[src/hdl/afhs_pkg.sv]
`default_nettype none
package afhs_pkg;

	localparam int HEAD_LEN  = 10;
	localparam int FRAME_MAX = 1024;

	localparam int IDX_W  = $clog2(HEAD_LEN);
	localparam int FILL_W = $clog2(HEAD_LEN + 1);
	localparam int CNT_W  = $clog2(FRAME_MAX);

	localparam int         NUM_TITLES = 4;
	localparam int         TITLE_MAX  = 8;
	localparam logic [7:0] CH_DOLLAR  = 8'h24;
	localparam logic [7:0] CH_CR      = 8'h0d;
	localparam logic [7:0] CH_LF      = 8'h0a;

	// Titles in priority order; the index is the message type.
	localparam logic [7:0] TITLE_TEXT [NUM_TITLES][TITLE_MAX] = '{
		'{"$", "i", "n", "i", "t", "a", "c", "k"},
		'{"$", "p", "i", "n", "g", 8'h00, 8'h00, 8'h00},
		'{"$", "p", "o", "n", "g", 8'h00, 8'h00, 8'h00},
		'{"$", "m", "e", "s", "s", "a", "g", "e"}
	};
	localparam int TITLE_LEN [NUM_TITLES] = '{8, 5, 5, 8};

	typedef logic [HEAD_LEN-1:0][7:0] win_t;

	typedef enum logic [1:0] {
		ST_IDLE,
		ST_CHECK,
		ST_SCAN,
		ST_EMIT
	} state_t;

	typedef struct packed {
		logic             wr_en;
		logic [IDX_W-1:0] wr_idx;
		logic [7:0]       wr_data;
		logic             shift;
	} win_ctrl_t;

	typedef struct packed {
		logic       hit;
		logic [1:0] hit_type;
		logic [7:0] head0;
		logic       next_is_dollar;
	} win_stat_t;

	typedef struct packed {
		logic       frame_abort;
		logic       frame_end;
		logic [1:0] msg_type;
		logic [7:0] running_xor;
		logic [7:0] frame_byte;
	} out_item_t;

	function automatic logic title_match(win_t w, int t);
		logic ok;
		ok = 1'b1;
		for (int k = 0; k < TITLE_MAX; k++) begin
			if (k < TITLE_LEN[t] && k < HEAD_LEN && w[k] != TITLE_TEXT[t][k]) ok = 1'b0;
		end
		return ok;
	endfunction

endpackage
`default_nettype wire

[src/hdl/afhs_window.sv]
`default_nettype none
module afhs_window (
	input  wire logic                clk,
	input  wire afhs_pkg::win_ctrl_t ctrl,
	output afhs_pkg::win_stat_t      stat
);

	afhs_pkg::win_t win_q;

	// Shift toward entry zero, or write one entry.
	always_ff @(posedge clk) begin
		if (ctrl.shift) begin
			for (int j = 0; j < afhs_pkg::HEAD_LEN - 1; j++) win_q[j] <= win_q[j+1];
		end else if (ctrl.wr_en) begin
			win_q[ctrl.wr_idx] <= ctrl.wr_data;
		end
	end

	// Lowest matching title wins.
	always_comb begin
		stat.hit      = 1'b0;
		stat.hit_type = '0;
		for (int t = afhs_pkg::NUM_TITLES - 1; t >= 0; t--) begin
			if (afhs_pkg::title_match(win_q, t)) begin
				stat.hit      = 1'b1;
				stat.hit_type = 2'(t);
			end
		end
		stat.head0          = win_q[0];
		stat.next_is_dollar = (win_q[1] == afhs_pkg::CH_DOLLAR);
	end

endmodule
`default_nettype wire

[src/hdl/afhs_seq.sv]
`default_nettype none
module afhs_seq (
	input  wire logic                clk,
	input  wire logic                arst_n,
	input  wire logic                s_tvalid,
	output logic                     s_tready,
	input  wire logic [7:0]          s_tdata,
	input  wire logic                slot_free,
	input  wire afhs_pkg::win_stat_t stat,
	output afhs_pkg::win_ctrl_t      ctrl,
	output logic                     push,
	output afhs_pkg::out_item_t      item
);

	afhs_pkg::state_t                state_q, state_d;
	logic [afhs_pkg::FILL_W-1:0]     fill_q;
	logic                            in_body_q;
	logic [afhs_pkg::CNT_W-1:0]      count_q;
	logic [afhs_pkg::CNT_W-1:0]      cnt_inc;
	logic [7:0]                      xor_q;
	logic [7:0]                      prior_q;
	logic [1:0]                      type_q;
	logic [afhs_pkg::IDX_W-1:0]      emit_q;
	logic                            s_fire;
	logic                            emit_go;
	logic                            body_abort;
	logic                            body_end;

	assign s_fire     = s_tvalid && s_tready;
	assign emit_go    = (state_q == afhs_pkg::ST_EMIT) && slot_free;
	assign cnt_inc    = count_q + afhs_pkg::CNT_W'(1);
	assign body_abort = cnt_inc >= afhs_pkg::CNT_W'(afhs_pkg::FRAME_MAX - 1);
	assign body_end   = !body_abort && s_tdata == afhs_pkg::CH_LF &&
		prior_q == afhs_pkg::CH_CR;

	always_comb begin
		state_d = state_q;
		case (state_q)
			afhs_pkg::ST_IDLE: begin
				if (s_fire && !in_body_q &&
					fill_q == afhs_pkg::FILL_W'(afhs_pkg::HEAD_LEN - 1)) state_d = afhs_pkg::ST_CHECK;
			end
			afhs_pkg::ST_CHECK: begin
				state_d = stat.hit ? afhs_pkg::ST_EMIT : afhs_pkg::ST_SCAN;
			end
			afhs_pkg::ST_SCAN: begin
				if (stat.next_is_dollar || fill_q == afhs_pkg::FILL_W'(1)) state_d = afhs_pkg::ST_IDLE;
			end
			afhs_pkg::ST_EMIT: begin
				if (slot_free && emit_q == afhs_pkg::IDX_W'(afhs_pkg::HEAD_LEN - 1))
					state_d = afhs_pkg::ST_IDLE;
			end
			default: state_d = afhs_pkg::ST_IDLE;
		endcase
	end

	always_comb begin
		s_tready     = (state_q == afhs_pkg::ST_IDLE) && slot_free;
		ctrl.wr_en   = s_fire && !in_body_q;
		ctrl.wr_idx  = fill_q[afhs_pkg::IDX_W-1:0];
		ctrl.wr_data = s_tdata;
		ctrl.shift   = (state_q == afhs_pkg::ST_SCAN) || emit_go;
		push         = (s_fire && in_body_q) || emit_go;
		if (state_q == afhs_pkg::ST_EMIT) begin
			item.frame_byte  = stat.head0;
			item.msg_type    = type_q;
			item.frame_end   = 1'b0;
			item.frame_abort = 1'b0;
			item.running_xor = xor_q ^ stat.head0;
		end else begin
			item.frame_byte  = s_tdata;
			item.msg_type    = type_q;
			item.frame_end   = body_end;
			item.frame_abort = body_abort;
			item.running_xor = xor_q ^ s_tdata;
		end
	end

	always_ff @(posedge clk or negedge arst_n) begin
		if (!arst_n) begin
			state_q   <= afhs_pkg::ST_IDLE;
			fill_q    <= '0;
			in_body_q <= 1'b0;
			count_q   <= '0;
			xor_q     <= '0;
			prior_q   <= '0;
			type_q    <= '0;
			emit_q    <= '0;
		end else begin
			state_q <= state_d;
			case (state_q)
				afhs_pkg::ST_IDLE: begin
					if (s_fire && in_body_q) begin
						count_q <= cnt_inc;
						xor_q   <= xor_q ^ s_tdata;
						prior_q <= s_tdata;
						if (body_abort || body_end) in_body_q <= 1'b0;
					end else if (s_fire) begin
						fill_q <= fill_q + afhs_pkg::FILL_W'(1);
					end
				end
				afhs_pkg::ST_CHECK: begin
					if (stat.hit) begin
						type_q <= stat.hit_type;
						xor_q  <= '0;
						emit_q <= '0;
					end
				end
				afhs_pkg::ST_SCAN: begin
					fill_q <= fill_q - afhs_pkg::FILL_W'(1);
				end
				afhs_pkg::ST_EMIT: begin
					if (slot_free) begin
						xor_q  <= xor_q ^ stat.head0;
						emit_q <= emit_q + afhs_pkg::IDX_W'(1);
						if (emit_q == afhs_pkg::IDX_W'(afhs_pkg::HEAD_LEN - 1)) begin
							prior_q   <= stat.head0;
							count_q   <= afhs_pkg::CNT_W'(afhs_pkg::HEAD_LEN);
							fill_q    <= '0;
							in_body_q <= 1'b1;
						end
					end
				end
				default: ;
			endcase
		end
	end

	a_push_slot: assert property (@(posedge clk) disable iff (!arst_n)
		push |-> slot_free) else $error("item pushed into a full output slot");
	a_fill_range: assert property (@(posedge clk) disable iff (!arst_n)
		fill_q <= afhs_pkg::FILL_W'(afhs_pkg::HEAD_LEN)) else $error("head fill out of range");
	a_body_empty: assert property (@(posedge clk) disable iff (!arst_n)
		in_body_q |-> fill_q == '0) else $error("head window not empty in body");
	a_end_abort: assert property (@(posedge clk) disable iff (!arst_n)
		push |-> !(item.frame_end && item.frame_abort)) else $error("end and abort together");

endmodule
`default_nettype wire

[src/hdl/ascii_frame_header_search.sv]
// Channel  Dir  Width  Content
// s_*      in   8      tdata: data_byte [7:0]
// m_*      out  16+3+1 tdata: frame_byte [7:0], running_xor [15:8];
//                      tuser: msg_type [1:0], frame_abort [2]; tlast: frame_end
//
// Searching and body bytes are taken directly while the output slot is free.
// The byte that fills the head window leads to a compare step, then either a
// scan that shifts the window one position per step (up to HEAD_LEN, the full
// count when no later '$' is found) or an emit of the HEAD_LEN head bytes,
// one per step, all through the single window shift path.
// Reset is asynchronous; the window itself is not cleared and is read only
// below the fill count. A stalled output holds the block: no new item is
// taken until the output slot is free or being freed.
`default_nettype none
module ascii_frame_header_search (
	input  wire logic        clk,
	input  wire logic        arst_n,
	input  wire logic        s_tvalid,
	output logic             s_tready,
	input  wire logic [7:0]  s_tdata,   // [7:0] data_byte
	output logic             m_tvalid,
	input  wire logic        m_tready,
	output logic [15:0]      m_tdata,   // [7:0] frame_byte, [15:8] running_xor
	output logic [2:0]       m_tuser,   // [1:0] msg_type, [2] frame_abort
	output logic             m_tlast
);

	afhs_pkg::win_ctrl_t win_ctrl;
	afhs_pkg::win_stat_t win_stat;
	afhs_pkg::out_item_t item;
	afhs_pkg::out_item_t out_q;
	logic                out_valid_q;
	logic                push;
	logic                slot_free;

	// The slot is free when empty or when the held item leaves this cycle.
	assign slot_free = !out_valid_q || m_tready;

	afhs_window u_window (
		.clk  (clk),
		.ctrl (win_ctrl),
		.stat (win_stat)
	);

	afhs_seq u_seq (
		.clk       (clk),
		.arst_n    (arst_n),
		.s_tvalid  (s_tvalid),
		.s_tready  (s_tready),
		.s_tdata   (s_tdata),
		.slot_free (slot_free),
		.stat      (win_stat),
		.ctrl      (win_ctrl),
		.push      (push),
		.item      (item)
	);

	// Output register: load on push, drop the valid once taken.
	always_ff @(posedge clk or negedge arst_n) begin
		if (!arst_n) begin
			out_valid_q <= 1'b0;
		end else if (push) begin
			out_valid_q <= 1'b1;
		end else if (m_tready) begin
			out_valid_q <= 1'b0;
		end
	end

	always_ff @(posedge clk) begin
		if (push) out_q <= item;
	end

	assign m_tvalid = out_valid_q;
	assign m_tdata  = {out_q.running_xor, out_q.frame_byte};
	assign m_tuser  = {out_q.frame_abort, out_q.msg_type};
	assign m_tlast  = out_q.frame_end;

endmodule
`default_nettype wire

[config.mk]
export PLATFORM = sky130hd
export DESIGN_NAME = ascii_frame_header_search
export DESIGN_NICKNAME = d
export VERILOG_FILES = /design/src/hdl/afhs_pkg.sv /design/src/hdl/afhs_window.sv /design/src/hdl/afhs_seq.sv /design/src/hdl/ascii_frame_header_search.sv
export SDC_FILE = /design/constraint.sdc
export NUM_CORES = 1
export LEC_CHECK = 0
export BUFFER_PORTS_ARGS = -buffer_cell sky130_fd_sc_hd__buf_4
export CORE_ASPECT_RATIO = 0.75
export CORE_MARGIN = 8
export CORE_UTILIZATION = 40
export DETAILED_ROUTE_END_ITERATION = 6
export HOLD_SLACK_MARGIN = 0.03
export PLACE_DENSITY = 0.65
export SLEW_MARGIN = 20
export SYNTH_ARGS = -nofsm -noshare
export SYNTH_HDL_FRONTEND = slang
export SYNTH_SLANG_ARGS = --single-unit
[constraint.sdc]
create_clock -name clk -period 3.5 [get_ports clk]
set_clock_uncertainty 0.1 [all_clocks]
set_input_delay 0.35 -clock clk [delete_from_list [all_inputs] [get_ports clk]]
set_output_delay 0.35 -clock clk [all_outputs]
set_load 0.1 [all_outputs]
==> results of run 1 <==
-- per-layer routing --
metal / vias to the layer above / global-route usage (%) / routed length, um
li1: 2593 / - / -
met1: 2650 / 24.0 / 8410
met2: 183 / 22.4 / 7220
met3: 20 / 3.92 / 1370
met4: 0 / 5.09 / 245
met5: - / 0 / 0
-- stage by stage --
stage / utilization, % / total power [W] / hold WS, ns / setup WS (ns) / area (um2)
floorplan: - / 0.00461 / -0.0456 / 0.0171 / 7070
global placement: 43.2 / 0.00518 / 0.274 / 0.968 / 7530
detailed placement: 43.2 / 0.00523 / 0.265 / 0.878 / 7530
CTS: 46.5 / 0.00698 / 0.163 / 0.867 / 8110
global route: 46.5 / 0.00734 / 0.178 / 0.661 / 8110
finish: 46.5 / 0.00698 / 0.182 / 0.836 / 8110
-- cells in the mapped netlist, types with 7 or more instances --
library cell	number	area, um2
xnor2_1	9	78.8
ha_1	8	100
nor2_1	29	109
a2bb2oi_1	8	70.1
dfrtp_1	40	1000
a21oi_1	32	160
mux2i_1	8	80.1
o21ai_0	11	55.1
buf_2	7	35.0
nand3_1	10	50.1
nand2_1	184	691
clkbuf_1	26	97.6
nand4_1	7	43.8
edfxtp_1	100	3000
and2_1	12	75.1
and3_1	9	56.3
o21ai_1	104	521
buf_1	13	48.8
nand2b_1	8	50.1
inv_1	13	48.8
-- placed cells by master, fill, tap and decap left out, types with 4 or more instances in the layout --
cell and instances:
nand2_1 183, o21ai_1 104, edfxtp_1 100, dfrtp_1 40, buf_4 37, a21oi_1 32, nor2_1 29, clkbuf_16 18
inv_1 13, and2_1 12, o21ai_0 11, nand3_1 10, xnor2_1 9, and3_1 9, mux2i_1 8, nand2b_1 8
a2bb2oi_1 8, ha_1 8, nand4_1 7, nor2b_1 6, nor3_1 6, nor4_1 6, nand4b_1 6, nor4b_1 5
nand3b_1 4, inv_6 4
-- sequential cells by signal, indices dropped and copies added, names as in the netlist, 4 cells and up --
| name | cells |
|---|---|
| u_seq.fill_q | 4 |
| u_window.stat | 8 |
| u_seq.xor_q | 8 |
| u_seq.count_q | 10 |
| u_seq.prior_q | 8 |
| m_tdata | 16 |
| u_seq.emit_q | 4 |
| u_window.win_q | 72 |
-- worst max-delay path: stages, from the launching register on --
cell,delay [ns]
dfrtp_1,0.39
nor2b_1,0.25
nor3_4,0.27
and3_1,0.62
or2_1,0.57
o21ai_1,0.14
a22o_1,0.20
-- logic make-up after synthesis --
| logic type | count (synthesis) | synth area share (%) |
|---|---|---|
| buf+inv | 61 | 3.42 |
| xor+xnor | 12 | 1.49 |
| mux | 9 | 1.29 |
| compound gates | 177 | 14.0 |
| simple gates | 315 | 21.7 |
| flops | 140 | 56.7 |
| fa+ha+maj | 8 | 1.42 |
-- power by group through the flow --
stage / combinational (W) / sequential [W] / clock, W
CTS: 0.00234 / 0.00286 / 0.00178
detailed placement: 0.00234 / 0.00289 / 0
global placement: 0.00229 / 0.00288 / 0
floorplan: 0.00135 / 0.00326 / 0
global route: 0.00255 / 0.00294 / 0.00185
finish: 0.00233 / 0.00288 / 0.00177
-- how the worst max path moves through the flow --
stage,to,depth (start not counted),from
2_1_floorplan,u_window.win_q[10],7,m_tvalid
3_5_place_dp,u_seq.count_q[2],6,m_tvalid
6_report,u_seq.count_q[2],6,m_tvalid
3_3_place_gp,u_seq.fill_q[2],7,m_tready
4_1_cts,u_seq.count_q[2],6,m_tvalid
5_1_grt,u_seq.count_q[2],6,m_tvalid
-- layout make-up --
cell class,count,area (um2)
clock buffers,18,450
clock inverters,14,121
fillers,1670,9340
inverters,14,52.6
multi-input cells,521,2830
flip-flops and latches,140,4000
well taps,242,303
repair buffers,41,348
-- timing repair --
action / 4_1_cts / 5_1_grt
setup endpoints to repair: 0 / 0
endpoints found under the hold margin: 40 / 0
hold buffers: 1 / 0
==> flow_metrics.env, run 1 <==
export IMPL_hold_class="in -> reg"
export IMPL_grt_setup_unrepaired="false"
export IMPL_fin_crit_sh_pct=76.1
export IMPL_cts_buffer_depth=2
export IMPL_dp_hpwl_um=12100
export IMPL_first_pass_iters=5
export IMPL_ys_warn_count=0
export IMPL_design_core_area_um2=17400
export IMPL_clock_sinks=140
export IMPL_drc=0
export IMPL_dp_cells=957
export IMPL_ys_seq_elements=140
export IMPL_p_leak_nw=2.86
export IMPL_wl_per_cell_um=17.4
export IMPL_p_sw_w=0.00285
export IMPL_rr_endpoint="u_seq.count_q[2]"
export IMPL_grt_max_degree=50
export IMPL_critPathKind="reg -> reg"
export IMPL_chipWidth_um=169
export IMPL_ant_nets=0
export IMPL_post_cts_buffers=0
export IMPL_hold_depth=3
export IMPL_slew_violations=0
export IMPL_vias_per_cell=5.50
export IMPL_syn_nets=742
export IMPL_numCtsBuffers=17
export IMPL_critPathCaptureType="flip-flop"
export IMPL_via_count=5446
export IMPL_synth_edf_count=100
export IMPL_crit_required_ns=3.71
export IMPL_port_buffers=33
export IMPL_drive_gt1_share_pct=11.4
export IMPL_ys_async_sr_fraction_pct=28.6
export IMPL_synth_yosys_seq_area_share_pct=56.7
export IMPL_clk_latency_ns=0.42
export IMPL_die_area_um2=22200
export IMPL_place_congestion=0.820
export IMPL_vdd_drop_max_uv=517
export IMPL_dominantRegCellSynth="edfxtp_1"
export IMPL_root_buffer="clkbuf_16"
export IMPL_power_density_nw_per_um2=860
export IMPL_drtIter0Drc=475
export IMPL_min_from="s_tdata[2]"
export IMPL_cap_violations=0
export IMPL_die_h_um=131
export IMPL_io_pins=34
export IMPL_comb_power_share_pct=33.5
export IMPL_setup_viol=0
export IMPL_path_max_fanout=18
export IMPL_antenna_found_initial=0
export IMPL_nets=755
export IMPL_whs_endpoint="u_seq.xor_q[2]"
export IMPL_syn_cell_area_um2=7060
export IMPL_slew_limit_headroom_pct=45.8
export IMPL_power_switching_share_pct=40.9
export IMPL_fin_setup_tns_ns=0
export IMPL_syn_area_per_cell_um2=9.78
export IMPL_fmax_mhz=375
export IMPL_final_hold_viol_count=0
export IMPL_initial_utilization_pct=40.5
export IMPL_diodes=0
export IMPL_post_cts_resized=0
export IMPL_ff2ff_path_depth=6
export IMPL_r2r_start="m_tvalid"
export IMPL_internal_power_w=0.00412
export IMPL_grt_pass1_wl_um=27700
export IMPL_rows=42
export IMPL_synth_cells=722
export IMPL_htree_levels=4
export IMPL_drt_wl_total_um=17200
export IMPL_cts_tree="built"
export IMPL_gr_total_overflow=0
export IMPL_worst_slew_pin_slew_ns=0.807
export IMPL_fin_cells=990
export IMPL_arrival_ns=2.87
export IMPL_status="completed"
export IMPL_yosysUniqueCellTypes=60
export IMPL_grt_pass1_vias=4995
export IMPL_area_growth_pct=14.9
export IMPL_fin_crit_ns=2.66
export IMPL_grt_usage_pct=16.1
export IMPL_clkTransAtPathRegs_ns=0.07
export IMPL_pwr_share_seq_pct=41.2
export IMPL_power_clock_fraction_pct=25.3
export IMPL_start_kind="flip-flop"
export IMPL_r2r_setup_slack_ns=0.84
Note: power is estimated with default switching activity, not from simulation.
==> run 2: changes to the inputs <==
--- a/config.mk
+++ b/config.mk
@@ -11,7 +11,7 @@
 export CORE_UTILIZATION = 40
 export DETAILED_ROUTE_END_ITERATION = 6
 export HOLD_SLACK_MARGIN = 0.03
-export PLACE_DENSITY = 0.65
+export PLACE_DENSITY = 0.67
 export SLEW_MARGIN = 20
 export SYNTH_ARGS = -nofsm -noshare
 export SYNTH_HDL_FRONTEND = slang
==> constraint.sdc (replaced) <==
create_clock -name clk -period 2.15 [get_ports clk]
set_clock_uncertainty 0.1 [all_clocks]
set_input_delay 0.215 -clock clk [delete_from_list [all_inputs] [get_ports clk]]
set_output_delay 0.215 -clock clk [all_outputs]
set_load 0.1 [all_outputs]
==> run 2 against run 1 <==
Effect of this change:
- the flow now finishes with violations (setup timing)
- register-to-register slack lost 0.84 ns
- clock power increased by 69%
- cell count increased by 5.9%
- wire length increased by 1.2%
- sequential power increased by 60%
- first-iteration DRC count up 1.7%
- global-route usage grew 0.26 points
- die area is the same
- count of clock-buffer cells in the layout is 2 higher
- critical endpoint is now u_seq.xor_q[1]
- highest routed layer unchanged
==> flow_metrics.env, run 2 (synthesis gave the netlist of run 1 again) <==
export IMPL_dp_hpwl_um=12200
export IMPL_numCtsBuffers=17
export IMPL_fin_area_um2=8930
export IMPL_fmax_mhz=464
export IMPL_die_h_um=131
export IMPL_path_max_fanout=8
export IMPL_critPathKind="reg -> reg"
export IMPL_fin_crit_sh_pct=100
export IMPL_fillers=1601
export IMPL_arrival_ns=2.36
export IMPL_final_hold_viol_count=0
export IMPL_fin_crit_ns=2.15
export IMPL_design_core_area_um2=17400
export IMPL_grt_pass1_wl_um=28100
export IMPL_cap_violations=0
export IMPL_clock_sinks=140
export IMPL_dpl_cell_area_um2=8090
export IMPL_diodes=0
export IMPL_hold_depth=3
export IMPL_grt_pass1_vias=5209
export IMPL_setup_viol=1
export IMPL_wl_per_cell_um=16.7
export IMPL_place_congestion=0.866
export IMPL_slew_limit_headroom_pct=64.0
export IMPL_initial_utilization_pct=40.5
export IMPL_ff2ff_path_depth=7
export IMPL_finalPower_w=0.0122
export IMPL_cts_tree="built"
export IMPL_grt_setup_unrepaired="true"
export IMPL_via_count=5585
export IMPL_final_cell_mix="174 x nand2_1, 100 x edfxtp_1, 96 x o21ai_1, 84 x buf_4, 39 x dfrtp_1"
export IMPL_die_area_um2=22200
export IMPL_hold_class="in -> reg"
export IMPL_antenna_found_initial=0
export IMPL_root_buffer="clkbuf_16"
export IMPL_slew_violations=0
export IMPL_vias_per_cell=5.33
export IMPL_first_pass_iters=5
export IMPL_ant_nets=0
export IMPL_violations="setup timing"
export IMPL_layout_setup_ws_ns=-0.00390
export IMPL_largest_reg_flops=72
export IMPL_power_density_nw_per_um2=1360
export IMPL_drc=0
export IMPL_nets=813
export IMPL_rows=42
export IMPL_grt_max_degree=46
export IMPL_start_kind="flip-flop"
export IMPL_worst_slew_pin_slew_ns=0.541
export IMPL_regMostFlops="u_window.win_q"
export IMPL_p_leak_nw=3.26
export IMPL_drt_wl_total_um=17500
export IMPL_htree_levels=4
export IMPL_area_growth_pct=26.5
export IMPL_cts_buffer_depth=2
export IMPL_clkTransAtPathRegs_ns=0.06
export IMPL_port_buffers=33
export IMPL_drive_gt1_share_pct=22.5
export IMPL_vdd_drop_max_uv=780
export IMPL_final_common_cell="nand2_1"
export IMPL_fin_setup_tns_ns=-0.00390
export IMPL_drtIter0Drc=483
export IMPL_grt_usage_pct=16.3
export IMPL_crit_required_ns=2.35
export IMPL_critPathCaptureType="flip-flop"
export IMPL_status="finished with violations"
export IMPL_chipWidth_um=169
export IMPL_io_pins=34
export IMPL_gr_total_overflow=0
export IMPL_clk_latency_ns=0.42
-- run 2: final timing paths --
| path | to | slack [ns] | startpoint |
|---|---|---|---|
| worst max-delay path | u_seq.xor_q[1] | -0.004 | u_window.win_q[60] |
| worst min-delay path | u_seq.xor_q[6] | 0.04 | s_tdata[6] |
| worst max register to register | u_seq.xor_q[1] | -0.004 | u_window.win_q[60] |
| worst min register to register | u_seq.count_q[9] | 0.39 | u_seq.count_q[9] |
| max in group asynchronous | m_tvalid | 1.31 | arst_n |
| min in group asynchronous | u_seq.prior_q[4] | 0.21 | arst_n |
-- run 2: repair_timing --
item,CTS,global route
cloned,0,1
endpoints found under the hold margin,45,0
hold buffers,6,0
pin swaps,3,10
resized for setup,3,16
setup buffers,1,6
endpoints found under the setup margin,9,38
-- run 2: stage by stage --
| step | hold WS, ns | instances | util [%] | worst slack [ns] |
|---|---|---|---|---|
| finish | 0.0450 | 1048 | 51.2 | -0.00390 |
| CTS | 0.0336 | 1041 | 50.3 | -0.00677 |
| detailed placement | 0.134 | 1002 | 46.4 | -0.0892 |
| floorplan | -0.181 | 722 | - | -0.871 |
| global route | 0.0476 | 1048 | 51.2 | -0.0914 |
| global placement | 0.137 | 1002 | 46.4 | -0.0182 |
-- run 2: cell type report --
cell class	count	area, um2	area share [%]
repair buffers	99	876	9.81
flip-flops and latches	140	4010	44.9
clock buffers	20	468	5.24
inverters	14	52.6	0.588
clock inverters	12	134	1.50
well taps	242	303	3.39
multi-input cells	521	3090	34.6
-- run 2: per-layer routing --
metal  wire length [um]  GRT usage, %  part of all wire (%)  vias to the layer above
met5                  0             0                     0                        -
met4                238          5.35                   1.4                        0
met3               1370          3.86                   7.9                       18
met2               7260          23.4                    42                      201
met1               8580          23.9                    49                     2655
li1                   -             -                     -                     2711
-- run 2: worst max-delay path, stage by stage, from the launching register on --
cell and delay [ns]:
edfxtp_1 0.38, or4bb_1 0.55, nor4_2 0.15, buf_4 0.18, nand4_4 0.10, o211ai_4 0.34, a21oi_1 0.08, a2bb2oi_1 0.15
-- run 2: power by group --
| part | total, W | leakage (nW) | internal [W] | switching (W) |
|---|---|---|---|---|
| clock | 0.00299 | 0.300 | 0.00182 | 0.00118 |
| combinational | 0.00457 | 1.53 | 0.00161 | 0.00296 |
| sequential | 0.00461 | 1.43 | 0.00400 | 0.000613 |
